[src/design/rwfc_pkg.sv]
// shared types, constants and helpers of the register write frame compressor
`default_nettype none
package rwfc_pkg;

  localparam int NUM_REGS  = 14;
  localparam int TIME_BITS = 48;
  localparam int IDX_W     = 4;
  localparam int VAL_W     = 8;
  localparam int SKIP_W    = 16;
  localparam int DUR_W     = 24;
  localparam int CFG_IDX_W = 1;

  localparam logic [CFG_IDX_W-1:0] REG_FRAME_DURATION = 1'd0;
  localparam logic [CFG_IDX_W-1:0] REG_OPTIMIZE       = 1'd1;

  localparam logic [DUR_W-1:0]  FRAME_DURATION_RST = 24'd20000;
  localparam logic [IDX_W-1:0]  ENV_SHAPE_REG      = 4'd13;
  localparam logic [IDX_W-1:0]  LAST_LINE          = IDX_W'(NUM_REGS - 1);
  localparam logic [SKIP_W-1:0] SKIP_MAX           = 16'hffff;

  localparam logic [VAL_W-1:0] MASK4 = 8'h0f;
  localparam logic [VAL_W-1:0] MASK5 = 8'h1f;
  localparam logic [VAL_W-1:0] MASK8 = 8'hff;

  typedef struct packed {
    logic                 cmd;
    logic                 chunk_start;
    logic [TIME_BITS-1:0] time_stamp;
    logic                 reg_valid;
    logic [IDX_W-1:0]     reg_index;
    logic [VAL_W-1:0]     reg_value;
  } in_beat_t;

  typedef struct packed {
    logic [IDX_W-1:0]  out_reg_index;
    logic              base_valid;
    logic [VAL_W-1:0]  base_value;
    logic              delta_valid;
    logic [VAL_W-1:0]  delta_value;
    logic [SKIP_W-1:0] frames_elapsed;
    logic              last_of_frame;
  } out_beat_t;

  // controller to datapath
  typedef struct packed {
    logic             accept;
    logic             line_load;
    logic [IDX_W-1:0] line_idx;
    logic             last;
    logic             apply;
  } rwfc_cmd_t;

  // datapath to controller
  typedef struct packed {
    logic emit;
    logic out_free;
  } rwfc_status_t;

  function automatic logic [VAL_W-1:0] width_mask(input logic [IDX_W-1:0] idx);
    logic [VAL_W-1:0] m;
    unique case (idx)
      4'd1, 4'd3, 4'd5, 4'd13: m = MASK4;
      4'd6, 4'd8, 4'd9, 4'd10: m = MASK5;
      default:                 m = MASK8;
    endcase
    return m;
  endfunction

endpackage
`default_nettype wire

[src/design/register_write_frame_compressor_top.sv]
// top level of the register write frame compressor
//
//  channel  dir  handshake          payload
//  in       in   in_valid/in_stall  in_beat_t   (cmd, chunk, time, write)
//  out      out  out_valid/out_stall out_beat_t (one line per chip register)
//  cfg      in   cfg_we             cfg_index, cfg_wdata (no read-back)
//
// a beat that emits no run is taken in the cycle it is offered, one beat per cycle while idle
// a beat that emits a run is accepted, then the 14 lines are loaded into the
// output register one line per cycle while the output is free, then the deferred
// register write is applied, set by the controller sequencing the rotating register file
// output stall holds the line sequencer; the input stalls until the run is out
// synchronous active-low reset restores the register reset values
`default_nettype none
module register_write_frame_compressor_top
  import rwfc_pkg::*;
(
  input  wire logic                 clk,
  input  wire logic                 rst_n,
  input  wire logic                 cfg_we,
  input  wire logic [CFG_IDX_W-1:0] cfg_index,
  input  wire logic [DUR_W-1:0]     cfg_wdata,
  input  wire logic                 in_valid,
  output logic                      in_stall,
  input  wire in_beat_t             in_data,
  output logic                      out_valid,
  input  wire logic                 out_stall,
  output out_beat_t                 out_data
);

  // command and status between controller and datapath
  rwfc_cmd_t    cmd;
  rwfc_status_t status;

  // sequencer: idle / emit run / deferred write
  rwfc_ctrl u_ctrl (
    .clk      (clk),
    .rst_n    (rst_n),
    .in_valid (in_valid),
    .in_stall (in_stall),
    .status   (status),
    .cmd      (cmd)
  );

  // register file, frame timing and output register
  rwfc_datapath u_dp (
    .clk       (clk),
    .rst_n     (rst_n),
    .cfg_we    (cfg_we),
    .cfg_index (cfg_index),
    .cfg_wdata (cfg_wdata),
    .in_data   (in_data),
    .out_valid (out_valid),
    .out_stall (out_stall),
    .out_data  (out_data),
    .cmd       (cmd),
    .status    (status)
  );

`ifndef SYNTH
  // a beat that starts a run must hold off the input next cycle
  a_emit_stalls: assert property (@(posedge clk) disable iff (!rst_n)
    (in_valid && !in_stall && status.emit) |=> in_stall)
    else $error("run start did not stall input");

  // lines are only loaded while the input is held off
  a_load_stalled: assert property (@(posedge clk) disable iff (!rst_n)
    cmd.line_load |-> in_stall)
    else $error("line load while input open");

  // the deferred write ends the run and reopens the input
  a_apply_reopens: assert property (@(posedge clk) disable iff (!rst_n)
    cmd.apply |=> !in_stall)
    else $error("input not reopened after run");

  // the last line loaded is immediately followed by the deferred write
  a_last_then_apply: assert property (@(posedge clk) disable iff (!rst_n)
    (cmd.line_load && cmd.last) |=> cmd.apply)
    else $error("last line not followed by write");
`endif

endmodule
`default_nettype wire

[src/design/rwfc_ctrl.sv]
// controller of the frame compressor: idle, run emission and deferred write
`default_nettype none
module rwfc_ctrl
  import rwfc_pkg::*;
(
  input  wire logic         clk,
  input  wire logic         rst_n,
  input  wire logic         in_valid,
  output logic              in_stall,
  input  wire rwfc_status_t status,
  output rwfc_cmd_t         cmd
);

  localparam logic [1:0] ST_IDLE  = 2'd0;
  localparam logic [1:0] ST_EMIT  = 2'd1;
  localparam logic [1:0] ST_APPLY = 2'd2;

  logic [1:0]       state_r, state_nxt;
  logic [IDX_W-1:0] line_r, line_nxt;
  logic             accept;

  assign in_stall = (state_r != ST_IDLE);
  assign accept   = in_valid && (state_r == ST_IDLE);

  always_comb begin
    state_nxt     = state_r;
    line_nxt      = line_r;
    cmd.accept    = accept;
    cmd.line_load = 1'b0;
    cmd.line_idx  = line_r;
    cmd.last      = (line_r == LAST_LINE);
    cmd.apply     = 1'b0;
    unique case (state_r)
      ST_IDLE: begin
        if (accept && status.emit) begin
          state_nxt = ST_EMIT;
          line_nxt  = '0;
        end
      end
      ST_EMIT: begin
        if (status.out_free) begin
          cmd.line_load = 1'b1;
          if (line_r == LAST_LINE) begin
            state_nxt = ST_APPLY;
          end else begin
            line_nxt = line_r + 1'b1;
          end
        end
      end
      ST_APPLY: begin
        cmd.apply = 1'b1;
        state_nxt = ST_IDLE;
      end
      default: begin
        state_nxt = ST_IDLE;
      end
    endcase
  end

  always_ff @(posedge clk) begin
    if (!rst_n) begin
      state_r <= ST_IDLE;
      line_r  <= '0;
    end else begin
      state_r <= state_nxt;
      line_r  <= line_nxt;
    end
  end

endmodule
`default_nettype wire

[src/design/rwfc_datapath.sv]
// datapath of the frame compressor: register file, frame timing, output register
`default_nettype none
module rwfc_datapath
  import rwfc_pkg::*;
(
  input  wire logic                 clk,
  input  wire logic                 rst_n,
  input  wire logic                 cfg_we,
  input  wire logic [CFG_IDX_W-1:0] cfg_index,
  input  wire logic [DUR_W-1:0]     cfg_wdata,
  input  wire in_beat_t             in_data,
  output logic                      out_valid,
  input  wire logic                 out_stall,
  output out_beat_t                 out_data,
  input  wire rwfc_cmd_t            cmd,
  output rwfc_status_t              status
);

  logic [DUR_W-1:0]     fd_r;
  logic                 opt_r;
  logic [TIME_BITS-1:0] nb_r;
  logic [SKIP_W-1:0]    skip_r;
  logic [SKIP_W-1:0]    frames_r;

  // register file rotates by one entry per emitted line
  logic [VAL_W-1:0]    base_r  [NUM_REGS];
  logic [VAL_W-1:0]    delta_r [NUM_REGS];
  logic [NUM_REGS-1:0] bp_r;
  logic [NUM_REGS-1:0] dp_r;

  logic             pend_valid_r;
  logic [IDX_W-1:0] pend_idx_r;
  logic [VAL_W-1:0] pend_val_r;

  logic              out_valid_r;
  out_beat_t         out_data_r;

  logic              close, emit;
  logic [SKIP_W-1:0] skip_inc;
  logic              wr_en, in_range, cancel;
  logic [IDX_W-1:0]  wr_idx;
  logic [VAL_W-1:0]  wr_val, masked;
  logic              bp0n;
  logic [VAL_W-1:0]  base0n;

  assign close    = !in_data.cmd && in_data.chunk_start && (in_data.time_stamp >= nb_r);
  assign emit     = (in_data.cmd && (skip_r != '0)) || (close && (dp_r != '0));
  assign skip_inc = (skip_r == SKIP_MAX) ? skip_r : skip_r + 1'b1;

  assign status.emit     = emit;
  assign status.out_free = !out_valid_r || !out_stall;

  assign wr_en  = (cmd.accept && !emit && !in_data.cmd && in_data.reg_valid)
               || (cmd.apply && pend_valid_r);
  assign wr_idx = cmd.apply ? pend_idx_r : in_data.reg_index;
  assign wr_val = cmd.apply ? pend_val_r : in_data.reg_value;
  assign in_range = ({1'b0, wr_idx} < (IDX_W + 1)'(NUM_REGS));
  assign masked = wr_val & width_mask(wr_idx);
  assign cancel = in_range && opt_r && (wr_idx != ENV_SHAPE_REG) && bp_r[wr_idx]
               && (base_r[wr_idx] == masked);

  // committed entry at the head of the rotation
  assign bp0n   = bp_r[0] | dp_r[0];
  assign base0n = dp_r[0] ? delta_r[0] : base_r[0];

  always_ff @(posedge clk) begin
    if (!rst_n) begin
      fd_r   <= FRAME_DURATION_RST;
      opt_r  <= 1'b1;
      nb_r   <= TIME_BITS'(FRAME_DURATION_RST);
      skip_r <= '0;
      bp_r   <= '0;
      dp_r   <= '0;
      pend_valid_r <= 1'b0;
      out_valid_r  <= 1'b0;
    end else begin
      if (cfg_we) begin
        unique case (cfg_index)
          REG_FRAME_DURATION: fd_r  <= cfg_wdata;
          REG_OPTIMIZE:       opt_r <= cfg_wdata[0];
        endcase
      end
      if (cmd.accept) begin
        if (close) begin
          nb_r <= nb_r + TIME_BITS'(fd_r);
        end
        if (emit) begin
          skip_r       <= '0;
          pend_valid_r <= !in_data.cmd && in_data.reg_valid;
        end else if (close) begin
          skip_r <= skip_inc;
        end
      end
      if (cmd.line_load) begin
        bp_r <= {bp0n, bp_r[NUM_REGS-1:1]};
        dp_r <= {1'b0, dp_r[NUM_REGS-1:1]};
      end else if (wr_en && in_range) begin
        dp_r[wr_idx] <= !cancel;
      end
      if (cmd.apply) begin
        pend_valid_r <= 1'b0;
      end
      if (cmd.line_load) begin
        out_valid_r <= 1'b1;
      end else if (!out_stall) begin
        out_valid_r <= 1'b0;
      end
    end
  end

  // payload registers
  always_ff @(posedge clk) begin
    if (cmd.accept && emit) begin
      frames_r   <= in_data.cmd ? skip_r : skip_inc;
      pend_idx_r <= in_data.reg_index;
      pend_val_r <= in_data.reg_value;
    end
    if (cmd.line_load) begin
      for (int i = 0; i < NUM_REGS - 1; i++) begin
        base_r[i]  <= base_r[i+1];
        delta_r[i] <= delta_r[i+1];
      end
      base_r[NUM_REGS-1]  <= base0n;
      delta_r[NUM_REGS-1] <= '0;
      out_data_r.out_reg_index  <= cmd.line_idx;
      out_data_r.base_valid     <= bp0n;
      out_data_r.base_value     <= bp0n ? base0n : '0;
      out_data_r.delta_valid    <= dp_r[0];
      out_data_r.delta_value    <= dp_r[0] ? delta_r[0] : '0;
      out_data_r.frames_elapsed <= frames_r;
      out_data_r.last_of_frame  <= cmd.last;
    end else if (wr_en && in_range) begin
      delta_r[wr_idx] <= cancel ? '0 : masked;
    end
  end

  assign out_valid = out_valid_r;
  assign out_data  = out_data_r;

endmodule
`default_nettype wire

[config.mk]
export PLATFORM = sky130hd
export DESIGN_NAME = register_write_frame_compressor_top
export DESIGN_NICKNAME = d
export VERILOG_FILES = /design/src/design/rwfc_pkg.sv /design/src/design/register_write_frame_compressor_top.sv /design/src/design/rwfc_ctrl.sv /design/src/design/rwfc_datapath.sv
export SDC_FILE = /design/constraint.sdc
export NUM_CORES = 1
export LEC_CHECK = 0
export BUFFER_PORTS_ARGS = -buffer_cell sky130_fd_sc_hd__buf_2
export CAP_MARGIN = 20
export CORE_ASPECT_RATIO = 2
export CORE_MARGIN = 10
export CORE_UTILIZATION = 45
export DETAILED_ROUTE_END_ITERATION = 8
export SKIP_CTS_REPAIR_TIMING = 1
export SYNTH_ARGS = -nofsm -noshare
export SYNTH_HDL_FRONTEND = slang
export SYNTH_SLANG_ARGS = --single-unit
[constraint.sdc]
create_clock -name clk -period 17.3 [get_ports clk]
set_input_delay 3.46 -clock clk [delete_from_list [all_inputs] [get_ports clk]]
set_output_delay 3.46 -clock clk [all_outputs]
set_load 0.1 [all_outputs]
After elaboration in Yosys (flattened, before gate mapping)
Memory sizes are Yosys's and may differ from the RTL's.
Cells that the tools add are included.
{ "word_totals": {"reg_bits": 192, "latchBits": 0, "ramBits": 224, "rom_bits": 64, "elab_cells": 124, "n_memories": 3} }
{ "memory_table": {"columns": ["memory", "words", "width", "read_ports", "rd_ports_with_merged_regs", "wr", "line_no", "text"], "rows": [
  ["u_dp.base_r", 14, 8, 15, 0, 14, "rwfc_datapath.sv:26", "logic [VAL_W-1:0] base_r [NUM_REGS];"],
  ["u_dp.delta_r", 14, 8, 14, 0, 14, "rwfc_datapath.sv:27", "logic [VAL_W-1:0] delta_r [NUM_REGS];"],
  ["(no name shown)", 16, 4, 1, 0, 0, "rwfc_pkg.sv:61", "unique case (idx)"]
]} }
{ "classes": {"n_addsub": 3, "n_mul": 0, "n_div": 0, "order_cmp": 4, "n_eq_ne": 11, "shifts": 0, "mux": 36, "bitwise_logic": 4, "n_reduce_logical": 42} }
{ "op_table": {"columns": ["op", "count"], "rows": [
  ["$mux W16", 4],
  ["$add A48 B24 Y48", 1],
  ["$ge A48 B48 Y1", 1],
  ["$mux W8", 4],
  ["$mux W13", 2],
  ["$mux W4", 5],
  ["$logic_and A1 B1 Y1", 17],
  ["$add A16 B1 Y16 const B", 1],
  ["$eq A16 B16 Y1 const B", 1],
  ["$reduce_bool A16 Y1", 1],
  ["$bwmux W14", 1],
  ["$reduce_bool A14 Y1", 1],
  ["$mux W1", 13],
  ["$reduce_and A2 Y1", 5],
  ["$and A8 B8 Y8", 1],
  ["$eq A8 B8 Y1", 1],
  ["$pmux W4 S2", 1],
  ["$reduce_bool A2 Y1", 4],
  ["$reduce_or A8 Y1", 1],
  ["$mux W2", 3],
  ["$ne A2 B2 Y1 const B", 3],
  ["$logic_not A1 Y1", 5],
  ["$lt A4 B5 Y1 const B", 1],
  ["$add A4 B1 Y4 const B", 1],
  ["17 further kinds", 22]
]} }

Longest topological paths before layout
Gate-level depths: netlist (run 1).
{ "logic_depth": {"ltp_word": 16, "mapped_depth": 18, "mapped_depth_nobuf": 12} }

Modules after synthesis
From an unflattened synthesis (run 1), not the netlist that was laid out.
{ "unflattened": {"hier_cells": 1904, "area_unflattened_um2": 20055.5} }
{ "modules_own_cells": {"columns": ["mod", "instances", "cells_each", "area_per_inst_um2", "seq_area_each_um2"], "rows": [
  ["rwfc_datapath", 1, 1862, 19701.4, 11120.7],
  ["rwfc_ctrl", 1, 42, 354.1, 120.1]
]} }

Worst setup path before layout (run 1)
Ideal clock, no wire load.
{ "synth_timing": {"kind": "input port to flip-flop", "start": "in out_stall", "end": "mem u_dp.base_r[0][0], enable pin", "setup_time_ps": 575, "arrival_time_ps": 8067, "slack_ps": 8658, "path_stages": 4, "path_buffers": 1, "cell_sequence": "nand2_1 -> nand2b_1 -> inv_1 -> clkbuf_1"} }
{ "synth_rtl": {"columns": ["item", "line_no", "text"], "rows": [
  ["start: declaration", "register_write_frame_compressor_top.sv:27", "input wire logic out_stall,"],
  ["end: declaration", "rwfc_datapath.sv:26", null]
]} }

==> flow_summary_export.csv, run 1 <==
group,metric,value,unit
drt,vias,14800,
timing,relSlewSlack,0.202,
clocking,cts_tree,"built",
clocking,clkSinkCount,416,
setup_path,worst_setup_path_end_kind,"flop",
timing,finalClockSkew,32.6,ps
floorplan,die_y,319,um
global_route,grt_first_pass_wirelength,82300,um
hold_path,worst_hold_path_type,"flop to flop",
synthesis,synth.area.top_cells,"edfxtp_1 43%, dfxtp_1 12%, nand2_1 6.7%",
cells_and_area,drive_gt1_frac,0.138,
drt,wl,53200,um
synthesis,synth_top_cell_area_share,0.434,
drt,drt-wirelength-per-cell,20.7,um
clocking,root_buffer,"clkbuf_16",
global_route,grt_start_max_net_pins,99,
floorplan,start_util,0.456,
setup_path,cp-start-kind,"input pin",
clocking,cts_buffers,40,
timing,finalSetupTns,0,ps
clocking,path_clk_slew,60,ps
setup_path,worstPathMaxFanout,98,
synthesis,synth_cell_types,83,
timing,finalHoldViolations,0,
floorplan,core,44200,sq um
cells_and_area,fin_area,22600,sq um
flow_run,timing.max_cap.violations,0,
global_route,grt_remaining_overflow,0,
floorplan,io_pins,134,
setup_path,arrival,8150,ps
place,dp_hpwl,38600,um
pwr,power.density,93.0,nW/um^2
timing,maxSlewViolCount,0,
synthesis,synthCells,1876,
timing,max_freq,126,MHz
pwr,power.leakage,8.43,nW
place,place_area,21300,sq um
synthesis,synth_warnings,0,
clocking,htreeDepth,2,
setup_path,required,17530,ps
timing,rsz0062_at_grt,"false",
setup_path,worstSetupPathType,"input pin to flop",
clocking,cts_buffer_depth,3,
cells_and_area,fillerInstances,4050,
synthesis,ys_seq_area_frac,0.558,
setup_path,max_stage_delay,870,ps
setup_path,cp_cell_sequence,"buf_2 -> a21oi_2 -> buf_4 -> inv_2 -> buf_4 -> mux2_1 -> a222oi_1 -> nor4b_4 -> o21bai_1 -> a2111oi_0 -> and4bb_4 -> buf_4 -> o31ai_1",
timing,setup_ws,9380,ps
synthesis,ys.flop_type,"edfxtp_1",
synthesis,synth_nets,2051,
floorplan,row_count,109,
timing,final.min_clock_period,7920,ps
floorplan,dieWidth,170,um
cells_and_area,final_nets,2149,
setup_path,slowest_stage,"buf_4",
floorplan,dieArea,54100,sq um
synthesis,synth_top_cell_by_area,"edfxtp_1",
place,gp_routability_congestion,0.910,
global_route,grt_usage,0.190,
timing,setup_viol,0,
run_status,status,"complete, no violations",
timing,timing_worst_slew_pin_value,1190,ps
clocking,clkLatencyLatePin,550,ps
place,post-place-ws,8880,ps
place,port_buffers,133,
drt,routed_via_density,5.77,
place,placed_cells,2487,
synthesis,syn_area_per_cell,10.7,sq um
global_route,grt_pass1_vias,15000,
timing,whs,418,ps
synthesis,synth_area,20100,sq um
timing,period_share,0.458,
drt,drc,0,
drt,drt-initial-drc-count,1112,
drt,drtAntennaViolNets,0,
synthesis,synth-async-reset-ratio,0,
cells_and_area,final_cell_count_no_fill,2564,
setup_path,crit_top_cell,"buf_4",
synthesis,synth-edff-count,291,
cells_and_area,syn2layout_area_growth,12.1,%
drt,first_pass_iters,5,
global_route,antenna_found_initial,5,
pwr,irDropWorstVdd,70.5,uV
synthesis,ys_ff_latch,416,
-- placed cells by master (no fill, tap or decap), types with 12 or more instances in the layout --
cell type    n
clkbuf_16   40
ha_1        81
xnor2_1     30
nor3_1      19
and2_1      12
o31ai_1    117
o2111ai_1   15
mux2i_1     41
edfxtp_1   291
inv_1       71
a31oi_1     13
buf_4       34
o211ai_1    17
nand4_1     22
nand2b_1    17
mux2_2      20
a21o_1      14
xor2_1      19
clkinv_1    13
nand3_1     36
and3_1      24
o21ai_0     28
nor2_1      83
a32oi_1     20
nor4_1      13
nand2_1    359
nor2b_1     20
dfxtp_1    125
a21oi_1    122
buf_2      133
-- flip-flops by register name, summed over array words and instances (netlist names), 8 cells and up --
register         cells
u_dp.base_r        112
u_dp.bp_r           14
u_dp.delta_r       112
u_dp.dp_r           14
u_dp.fd_r           24
u_dp.frames_r       16
u_dp.nb_r           48
u_dp.out_data       39
u_dp.pend_val_r      8
u_dp.skip_r         16
-- stage by stage --
stage	utilization	power [mW]
final	0.511	2.10
after global routing	0.511	2.17
after CTS	0.511	2.12
after detailed placement	0.482	1.24
after global placement	0.482	1.24
after floorplan	-	1.19
-- final cells by class --
type / count / area, sq um / area share
Multi-Input combinational cell: 1274 / 8140 / 0.361
Inverter: 75 / 287 / 0.0127
Clock inverter: 30 / 263 / 0.0116
Antenna cell: 4 / 10.0 / 0.000443
Sequential cell: 416 / 11200 / 0.498
Tap cell: 555 / 694 / 0.0308
Clock buffer: 43 / 1020 / 0.0453
Timing Repair Buffer: 167 / 921 / 0.0408
-- per-layer routing --
layer	track usage	part of all wire	routed length [um]	vias to the layer above
met4	0.0814	0.040	2140	2
met5	0	0.00023	12	-
met1	0.193	0.36	19100	7156
li1	-	-	-	7127
met3	0.0288	0.044	2320	105
met2	0.367	0.56	29500	401
-- report_power, final --
part	internal (mW)	total, mW	switching [mW]
sequential	1.07	1.08	0.00754
combinational	0.0478	0.144	0.0964
clock	0.490	0.877	0.387
-- cells by family after synthesis --
group                      after synthesis  share of synthesized area
xor gates and xnor gates                49                     0.0213
and+or+nand+nor                        640                      0.144
AOI/OAI and AO/OA                      435                      0.151
muxes                                   67                     0.0361
buffers and inverters                  186                     0.0388
DFF                                    416                      0.558
adders and majority gates               82                     0.0513
other                                    1                   0.000186
-- synthesized netlist by cell type (7+ instances only) --
cell type,count
buf_2,19
nor3_1,19
or3_1,7
and3_1,24
mux2i_1,42
o22ai_1,8
o31ai_2,10
a31oi_1,13
a211oi_1,11
and2_1,12
nand2_1,359
clkbuf_1,76
a21oi_1,122
o21ai_0,28
o2111ai_1,15
edfxtp_1,291
nand3_1,36
inv_1,73
o211ai_1,17
o31ai_1,117
nand4_1,22
dfxtp_1,125
nor2b_1,21
buf_1,8
ha_1,81
xnor2_1,30
a32oi_1,20
a21o_1,14
mux2_2,20
nand2b_1,17
xor2_1,19
nor2_1,83
nor4_1,13
-- final timing paths --
| check | start | endpoint | slack, ps | cells past startpoint |
|---|---|---|---|---|
| worst max register to register | u_ctrl.state_r[0] | u_dp.delta_r[4][3] | 11380 | 13 |
| worst min-delay path | u_dp.frames_r[7] | u_dp.out_data[8] | 420 | 0 |
| worst min register to register | u_dp.frames_r[7] | u_dp.out_data[8] | 420 | 0 |
| worst max-delay path | in_data[8] | u_dp.delta_r[4][3] | 9380 | 13 |
-- critical path: cells and delay by family --
family / cells / cell delay (ps)
muxes: 1 / 370
AOI/OAI and AO/OA: 5 / 1120
buffers and inverters: 5 / 2240
and+or+nand+nor: 2 / 820
Note: power is estimated with default switching activity, not from simulation.
==> run 2, diff against run 1 <==
ABC_AREA = 1   (was default)
clock period = 7.8 ns   (was 17.3 ns; I/O delays follow)
==> run 2 against run 1 <==
Effect of this change:
- design area increased by 1.8%
- critical path depth increased by 5
- sequential power increased by 150%
- via count increased by 9.8%
- global-route usage increased by 1.5 points
- first-iteration DRC count decreased by 11%
- synthesized area increased by 3.3%
- count of clock-buffer cells in the layout increased by 8
- combinational power increased to 5.1 times the previous value
- largest cell class unchanged
- highest routed layer is now met4
==> flow_summary_export.csv, run 2 <==
group,metric,value,unit
timing,max_freq,189,MHz
global_route,grt_start_max_net_pins,184,
cells_and_area,antenna_cells,0,
synthesis,syn_area_per_cell,9.05,sq um
cells_and_area,multiInputGateArea,8210,sq um
drt,wl_met3,2580,um
timing,finalHoldViolations,0,
global_route,grt_remaining_overflow,0,
drt,drt-initial-drc-count,990,
clocking,clkSinkCount,416,
cells_and_area,finalCoreUtilization,0.502,
synthesis,synth-edff-count,291,
synthesis,ys_ff_latch,416,
synthesis,synth.area.top_cells,"edfxtp_1 42%, dfxtp_1 12%, nand2_1 10%",
timing,timing_worst_slew_pin_value,1070,ps
pwr,power_frac_seq,0.504,
pwr,power.leakage,9.64,nW
drt,drt-wirelength-per-cell,19.1,um
cells_and_area,final_cell_count_no_fill,2993,
cells_and_area,fillerInstances,4337,
drt,drc,0,
cells_and_area,mostFrequentLayoutCells,"563 x nand2_1, 291 x edfxtp_1, 219 x inv_1",
place,gp_routability_congestion,1.01,
setup_path,worst_setup_path_end_kind,"flop",
global_route,grt_pass1_vias,16400,
floorplan,core,45800,sq um
drt,drtAntennaViolNets,0,
synthesis,ys_seq_area_frac,0.540,
synthesis,synth_top_cell_area_share,0.420,
synthesis,synth_area,20800,sq um
pwr,p_clk_frac,0.358,
cells_and_area,syn2layout_area_growth,10.5,%
timing,rsz0062_at_grt,"false",
hold_path,worst_hold_path_type,"flop to flop",
drt,wl_met2,31100,um
drt,wl,57200,um
drt,maxUsedRoutingLayer,"met4",
cells_and_area,final_nets,2575,
setup_path,worstPathMaxFanout,30,
timing,finalSetupTns,0,ps
floorplan,io_pins,134,
floorplan,dieWidth,172,um
floorplan,start_util,0.454,
place,dp_hpwl,41800,um
flow_run,timing.max_cap.violations,0,
clocking,htreeDepth,2,
clocking,root_buffer,"clkbuf_16",
global_route,grt_first_pass_wirelength,88900,um
drt,vias,16200,
cells_and_area,drive_gt1_frac,0.125,
cells_and_area,seqCellArea,11200,sq um
synthesis,synth_most_common_cell,"nand2_1",
cells_and_area,layout_commonest_cell,"nand2_1",
drt,m1WireLength,20800,um
pwr,combinationalPowerShare,0.139,
synthesis,synth_top_cell_by_area,"edfxtp_1",
pwr,irDropWorstVdd,196,uV
setup_path,arrival,5540,ps
floorplan,row_count,111,
run_status,status,"complete, no violations",
clocking,cts_buffers,40,
setup_path,cp-start-kind,"input pin",
setup_path,worstSetupPathType,"input pin to flop",
clocking,path_clk_slew,60,ps
cells_and_area,largestRegisters,"u_dp.base_r (112), u_dp.delta_r (112), u_dp.nb_r (48)",
setup_path,required,8060,ps
pwr,internal-power,3.81,mW
drt,first_pass_iters,6,
place,port_buffers,133,
synthesis,synth_warnings,0,
global_route,grt_usage,0.204,
synthesis,synth_common_cells,"563 x nand2_1, 291 x edfxtp_1, 219 x inv_1",
timing,whs,418,ps
synthesis,synth-async-reset-ratio,0,
place,placed_cells,2923,
timing,finalClockSkew,14.4,ps
timing,period_share,0.677,
timing,final.min_clock_period,5280,ps
floorplan,dieArea,55700,sq um
timing,relSlewSlack,0.277,
synthesis,synthCells,2299,
pwr,swShare,0.278,
synthesis,ys.flop_type,"edfxtp_1",
pwr,power.density,230,nW/um^2
clocking,cts_buffer_depth,3,
global_route,antenna_found_initial,0,
drt,routed_via_density,5.43,
clocking,cts_tree,"built",
clocking,clkLatencyLatePin,550,ps
synthesis,synth_nets,2474,
floorplan,die_y,324,um
timing,setup_viol,0,
timing,maxSlewViolCount,0,
synthesis,synth_cell_types,54,
pwr,p_switching,1.47,mW
-- run 2: changes by cell type in the layout (fill, tap and decap cells not counted), moves of 20 or more --
cell,before,now
a32oi_1,20,0
nand2_1,359,563
nor2_1,83,201
inv_1,71,219
a21oi_1,122,142
buf_4,34,11
o21ai_0,28,197
o21ai_2,0,50
o31ai_1,117,0
mux2i_1,41,0
nand3_1,36,163
nor2b_1,20,0
mux2_2,20,0
and3_1,24,1
-- run 2: power by group through the flow --
stage	clock [mW]	sequential, mW	combinational (mW)
finish	1.89	2.66	0.732
global route	2.00	2.67	0.814
CTS	1.93	2.66	0.739
detailed placement	0	2.70	0.736
global placement	0	2.70	0.723
floorplan	0	2.79	0.439
-- run 2: final timing paths --
path,start,endpoint,slack (ps),cells after the start
max,in_data[8],u_dp.delta_r[7][0],2520,18
min,u_dp.frames_r[9],u_dp.out_data[10],420,0
max reg2reg,u_ctrl.state_r[1],u_dp.delta_r[7][0],2800,18
min reg2reg,u_dp.frames_r[9],u_dp.out_data[10],420,0
-- run 2: through the flow --
stage / setup slack (ps) / area (sq um) / power, mW
6_report: 2520 / 23000 / 5.28
5_1_grt: 2260 / 23000 / 5.49
4_1_cts: 2580 / 23000 / 5.33
3_5_place_dp: 2030 / 21800 / 3.44
3_3_place_gp: 2050 / 21800 / 3.42
2_1_floorplan: 997 / 20800 / 3.23
-- run 2: critical path: stages --
cell,delay (ps)
buf_2,140
nand2_2,500
nand2_2,580
ha_1,440
inv_1,200
nand3_1,110
nor2_1,90
nand2_1,60
nand2_1,70
a21oi_1,40
nor2_1,180
nand2_1,90
inv_1,60
nand2_1,70
nor2_4,120
nand3_4,340
nand2_1,650
o21ai_0,200
-- run 2: cell type report --
class,instances,share of cell area
multi-input combinational,1573,0.357
timing repair buffer,145,0.0334
sequential,416,0.489
clock buffer,51,0.0469
tap,565,0.0307
clock inverter,19,0.00648
inverter,224,0.0367
-- run 2: cell families (layout without fill, tap and decap cells) --
group           count (synthesis)  after routing  synth area share
simple gates                 1030           1030             0.214
compound gates                426            426             0.116
flops                         416            416             0.540
buf+inv                       310            439            0.0656
fa+ha+maj                      82             82            0.0497
xor+xnor                       34             34            0.0143
other cells                     1              1          0.000180
-- run 2: metal layers --
metal / vias up / global-route usage
met5: - / 0
met4: 0 / 0.0975
met3: 127 / 0.0263
met2: 474 / 0.394
met1: 7695 / 0.209
li1: 7950 / -
==> run 3, diff against run 2 <==
clock period = 4.4 ns   (was 7.8 ns; I/O delays follow)
==> run 3 against run 2 <==
Effect of this change:
- worst hold slack gained 6.3 ps
- critical path depth shrank 1
- die area is the same
- core utilization grew 0.81 points
==> flow_summary_export.csv, run 3 (same netlist as run 2, synthesis figures left out) <==
group,metric,value,unit
run_status,status,"complete, no violations",
setup_path,cp_cell_sequence,"inv_2 -> nor2_8 -> nand2_1 -> nand2_2 -> buf_4 -> nand3_1 -> nand2_1 -> a21oi_1 -> nor2_1 -> nand2_1 -> inv_1 -> nand2_1 -> nor2_4 -> nand3_4 -> nand2_1 -> buf_4 -> o21ai_0",
setup_path,max_stage_delay,540,ps
setup_path,cp-start-kind,"flop",
drt,routed_via_density,5.35,
hold_path,hp-start,"u_dp.frames_r[13]",
drt,wl_met3,2620,um
cells_and_area,mostFrequentLayoutCells,"563 x nand2_1, 291 x edfxtp_1, 219 x inv_1",
clocking,cts_buffers,39,
cells_and_area,layout_commonest_cell,"nand2_1",
place,port_buffers,133,
clocking,htreeDepth,2,
setup_path,r2r_setup_slack,670,ps
setup_path,required,4670,ps
drt,drt-initial-drc-count,967,
clocking,root_buffer,"clkbuf_16",
drt,maxUsedRoutingLayer,"met4",
setup_path,slowest_stage,"dfxtp_1",
setup_path,worst_setup_path_end_kind,"flop",
floorplan,row_count,111,
pwr,power.leakage,9.83,nW
global_route,grt_remaining_overflow,0,
cells_and_area,seqCellArea,11200,sq um
clocking,cts_buffer_depth,3,
setup_path,arrival,4000,ps
clocking,clkLatencyLatePin,550,ps
floorplan,start_util,0.454,
setup_path,crit_top_cell,"nand2_1",
drt,drt-wirelength-per-cell,18.6,um
drt,drtAntennaViolNets,0,
pwr,finalPower,9.58,mW
clocking,clkSinkCount,416,
hold_path,worst_hold_path_type,"flop to flop",
place,dp_hpwl,40800,um
pwr,irDropWorstVdd,279,uV
cells_and_area,multiInputGateArea,8210,sq um
cells_and_area,final_cell_count_no_fill,3027,
floorplan,dieArea,55700,sq um
clocking,cts_tree,"built",
timing,relSlewSlack,0.255,
setup_path,reg2reg_from,"u_ctrl.state_r[1]",
clocking,path_clk_slew,70,ps
timing,setup_ws,669,ps
timing,period_share,0.848,
floorplan,die_y,324,um
hold_path,hold_path_depth,0,
timing,finalHoldViolations,0,
hold_path,holdPathEnd,"u_dp.out_data[14]",
global_route,antenna_found_initial,0,
pwr,combinationalPowerShare,0.137,
pwr,swShare,0.274,
global_route,grt_usage,0.203,
floorplan,dieWidth,172,um
drt,wl_met2,30900,um
timing,finalSetupTns,0,ps
setup_path,worstPathMaxFanout,20,
place,place_area,22000,sq um
cells_and_area,syn2layout_area_growth,12.3,%
timing,max_freq,268,MHz
drt,vias,16200,
timing,rsz0062_at_grt,"false",
timing,finalClockSkew,22.6,ps
global_route,grt_first_pass_wirelength,88400,um
drt,first_pass_iters,7,
timing,timing_worst_slew_pin_value,1120,ps
global_route,grt_start_max_net_pins,183,
drt,drc,0,
place,gp_routability_congestion,0.983,
floorplan,io_pins,134,
pwr,p_switching,2.63,mW
cells_and_area,largestRegisters,"u_dp.base_r (112), u_dp.delta_r (112), u_dp.nb_r (48)",
setup_path,reg2reg_depth,17,
timing,maxSlewViolCount,0,
pwr,internal-power,6.95,mW
setup_path,worstReg2RegEnd,"u_dp.delta_r[6][0]",
cells_and_area,fillerInstances,4294,
flow_run,timing.max_cap.violations,0,
drt,m1WireLength,20400,um
floorplan,core,45800,sq um
place,post-place-ws,203,ps
timing,final.min_clock_period,3730,ps
pwr,power_frac_seq,0.490,
drt,wl,56400,um
cells_and_area,drive_gt1_frac,0.138,
cells_and_area,final_nets,2607,
cells_and_area,fin_area,23400,sq um
setup_path,crit_start,"u_ctrl.state_r[1]",
place,placed_cells,2956,
pwr,p_clk_frac,0.373,
setup_path,worstSetupPathType,"flop to flop",
global_route,grt_pass1_vias,16400,
pwr,power.density,410,nW/um^2
timing,setup_viol,0,
## run 3: cell count changes in the layout (fill, tap and decap cells not counted)
cell	delta
buf_4	+32
clkinv_2	-4
clkinvlp_4	+3
bufinv_16	+2
clkbuf_16	+2
clkinv_1	-2
clkinv_4	+2
buf_12	+1
clkbuf_1	-1
clkbuf_4	-1
clkinvlp_2	-1
diode_2	+1
## run 3: worst max-delay path by stage
stage / slack [ps] / end / cells after the start
6_report: 670 / u_dp.delta_r[6][0] / 17
5_1_grt: 370 / u_dp.delta_r[6][0] / 17
2_1_floorplan: 630 / u_dp.base_r[0][0] / 4
4_1_cts: 630 / u_dp.delta_r[6][0] / 17
3_3_place_gp: 180 / u_dp.delta_r[6][3] / 12
3_5_place_dp: 200 / u_dp.delta_r[6][5] / 12
## run 3: cell type report
type,count,area share
Sequential cell,416,0.481
Multi-Input combinational cell,1573,0.351
Clock buffer,51,0.0478
Timing Repair Buffer,178,0.0440
Inverter,224,0.0362
Tap cell,565,0.0303
Clock inverter,19,0.00927
Antenna cell,1,0.000107
## run 3: metal layers
layer  vias up  GRT usage
met4         0     0.0918
met1      7643      0.207
met2       437      0.390
met5         -          0
li1       8009          -
met3       109     0.0303
## run 3: critical path, delay by kind of cell, from the launching register on
family	cells	cell delay [ps]
compound gates	2	200
buf+inv	4	780
flops	1	540
simple gates	11	1920
## run 3: metrics by stage
stage / util / hold slack (ps)
floorplan: - / 400
global placement: 0.481 / 409
detailed placement: 0.481 / 411
CTS: 0.510 / 426
global route: 0.510 / 430
finish: 0.510 / 424
## run 3: power groups by stage
stage          combinational, mW  sequential, mW  clock [mW]
2_1_floorplan              0.779            4.92           0
3_3_place_gp                1.29            4.77           0
3_5_place_dp                1.32            4.78           0
4_1_cts                     1.32            4.70        3.65
5_1_grt                     1.46            4.72        3.79
6_report                    1.31            4.70        3.57
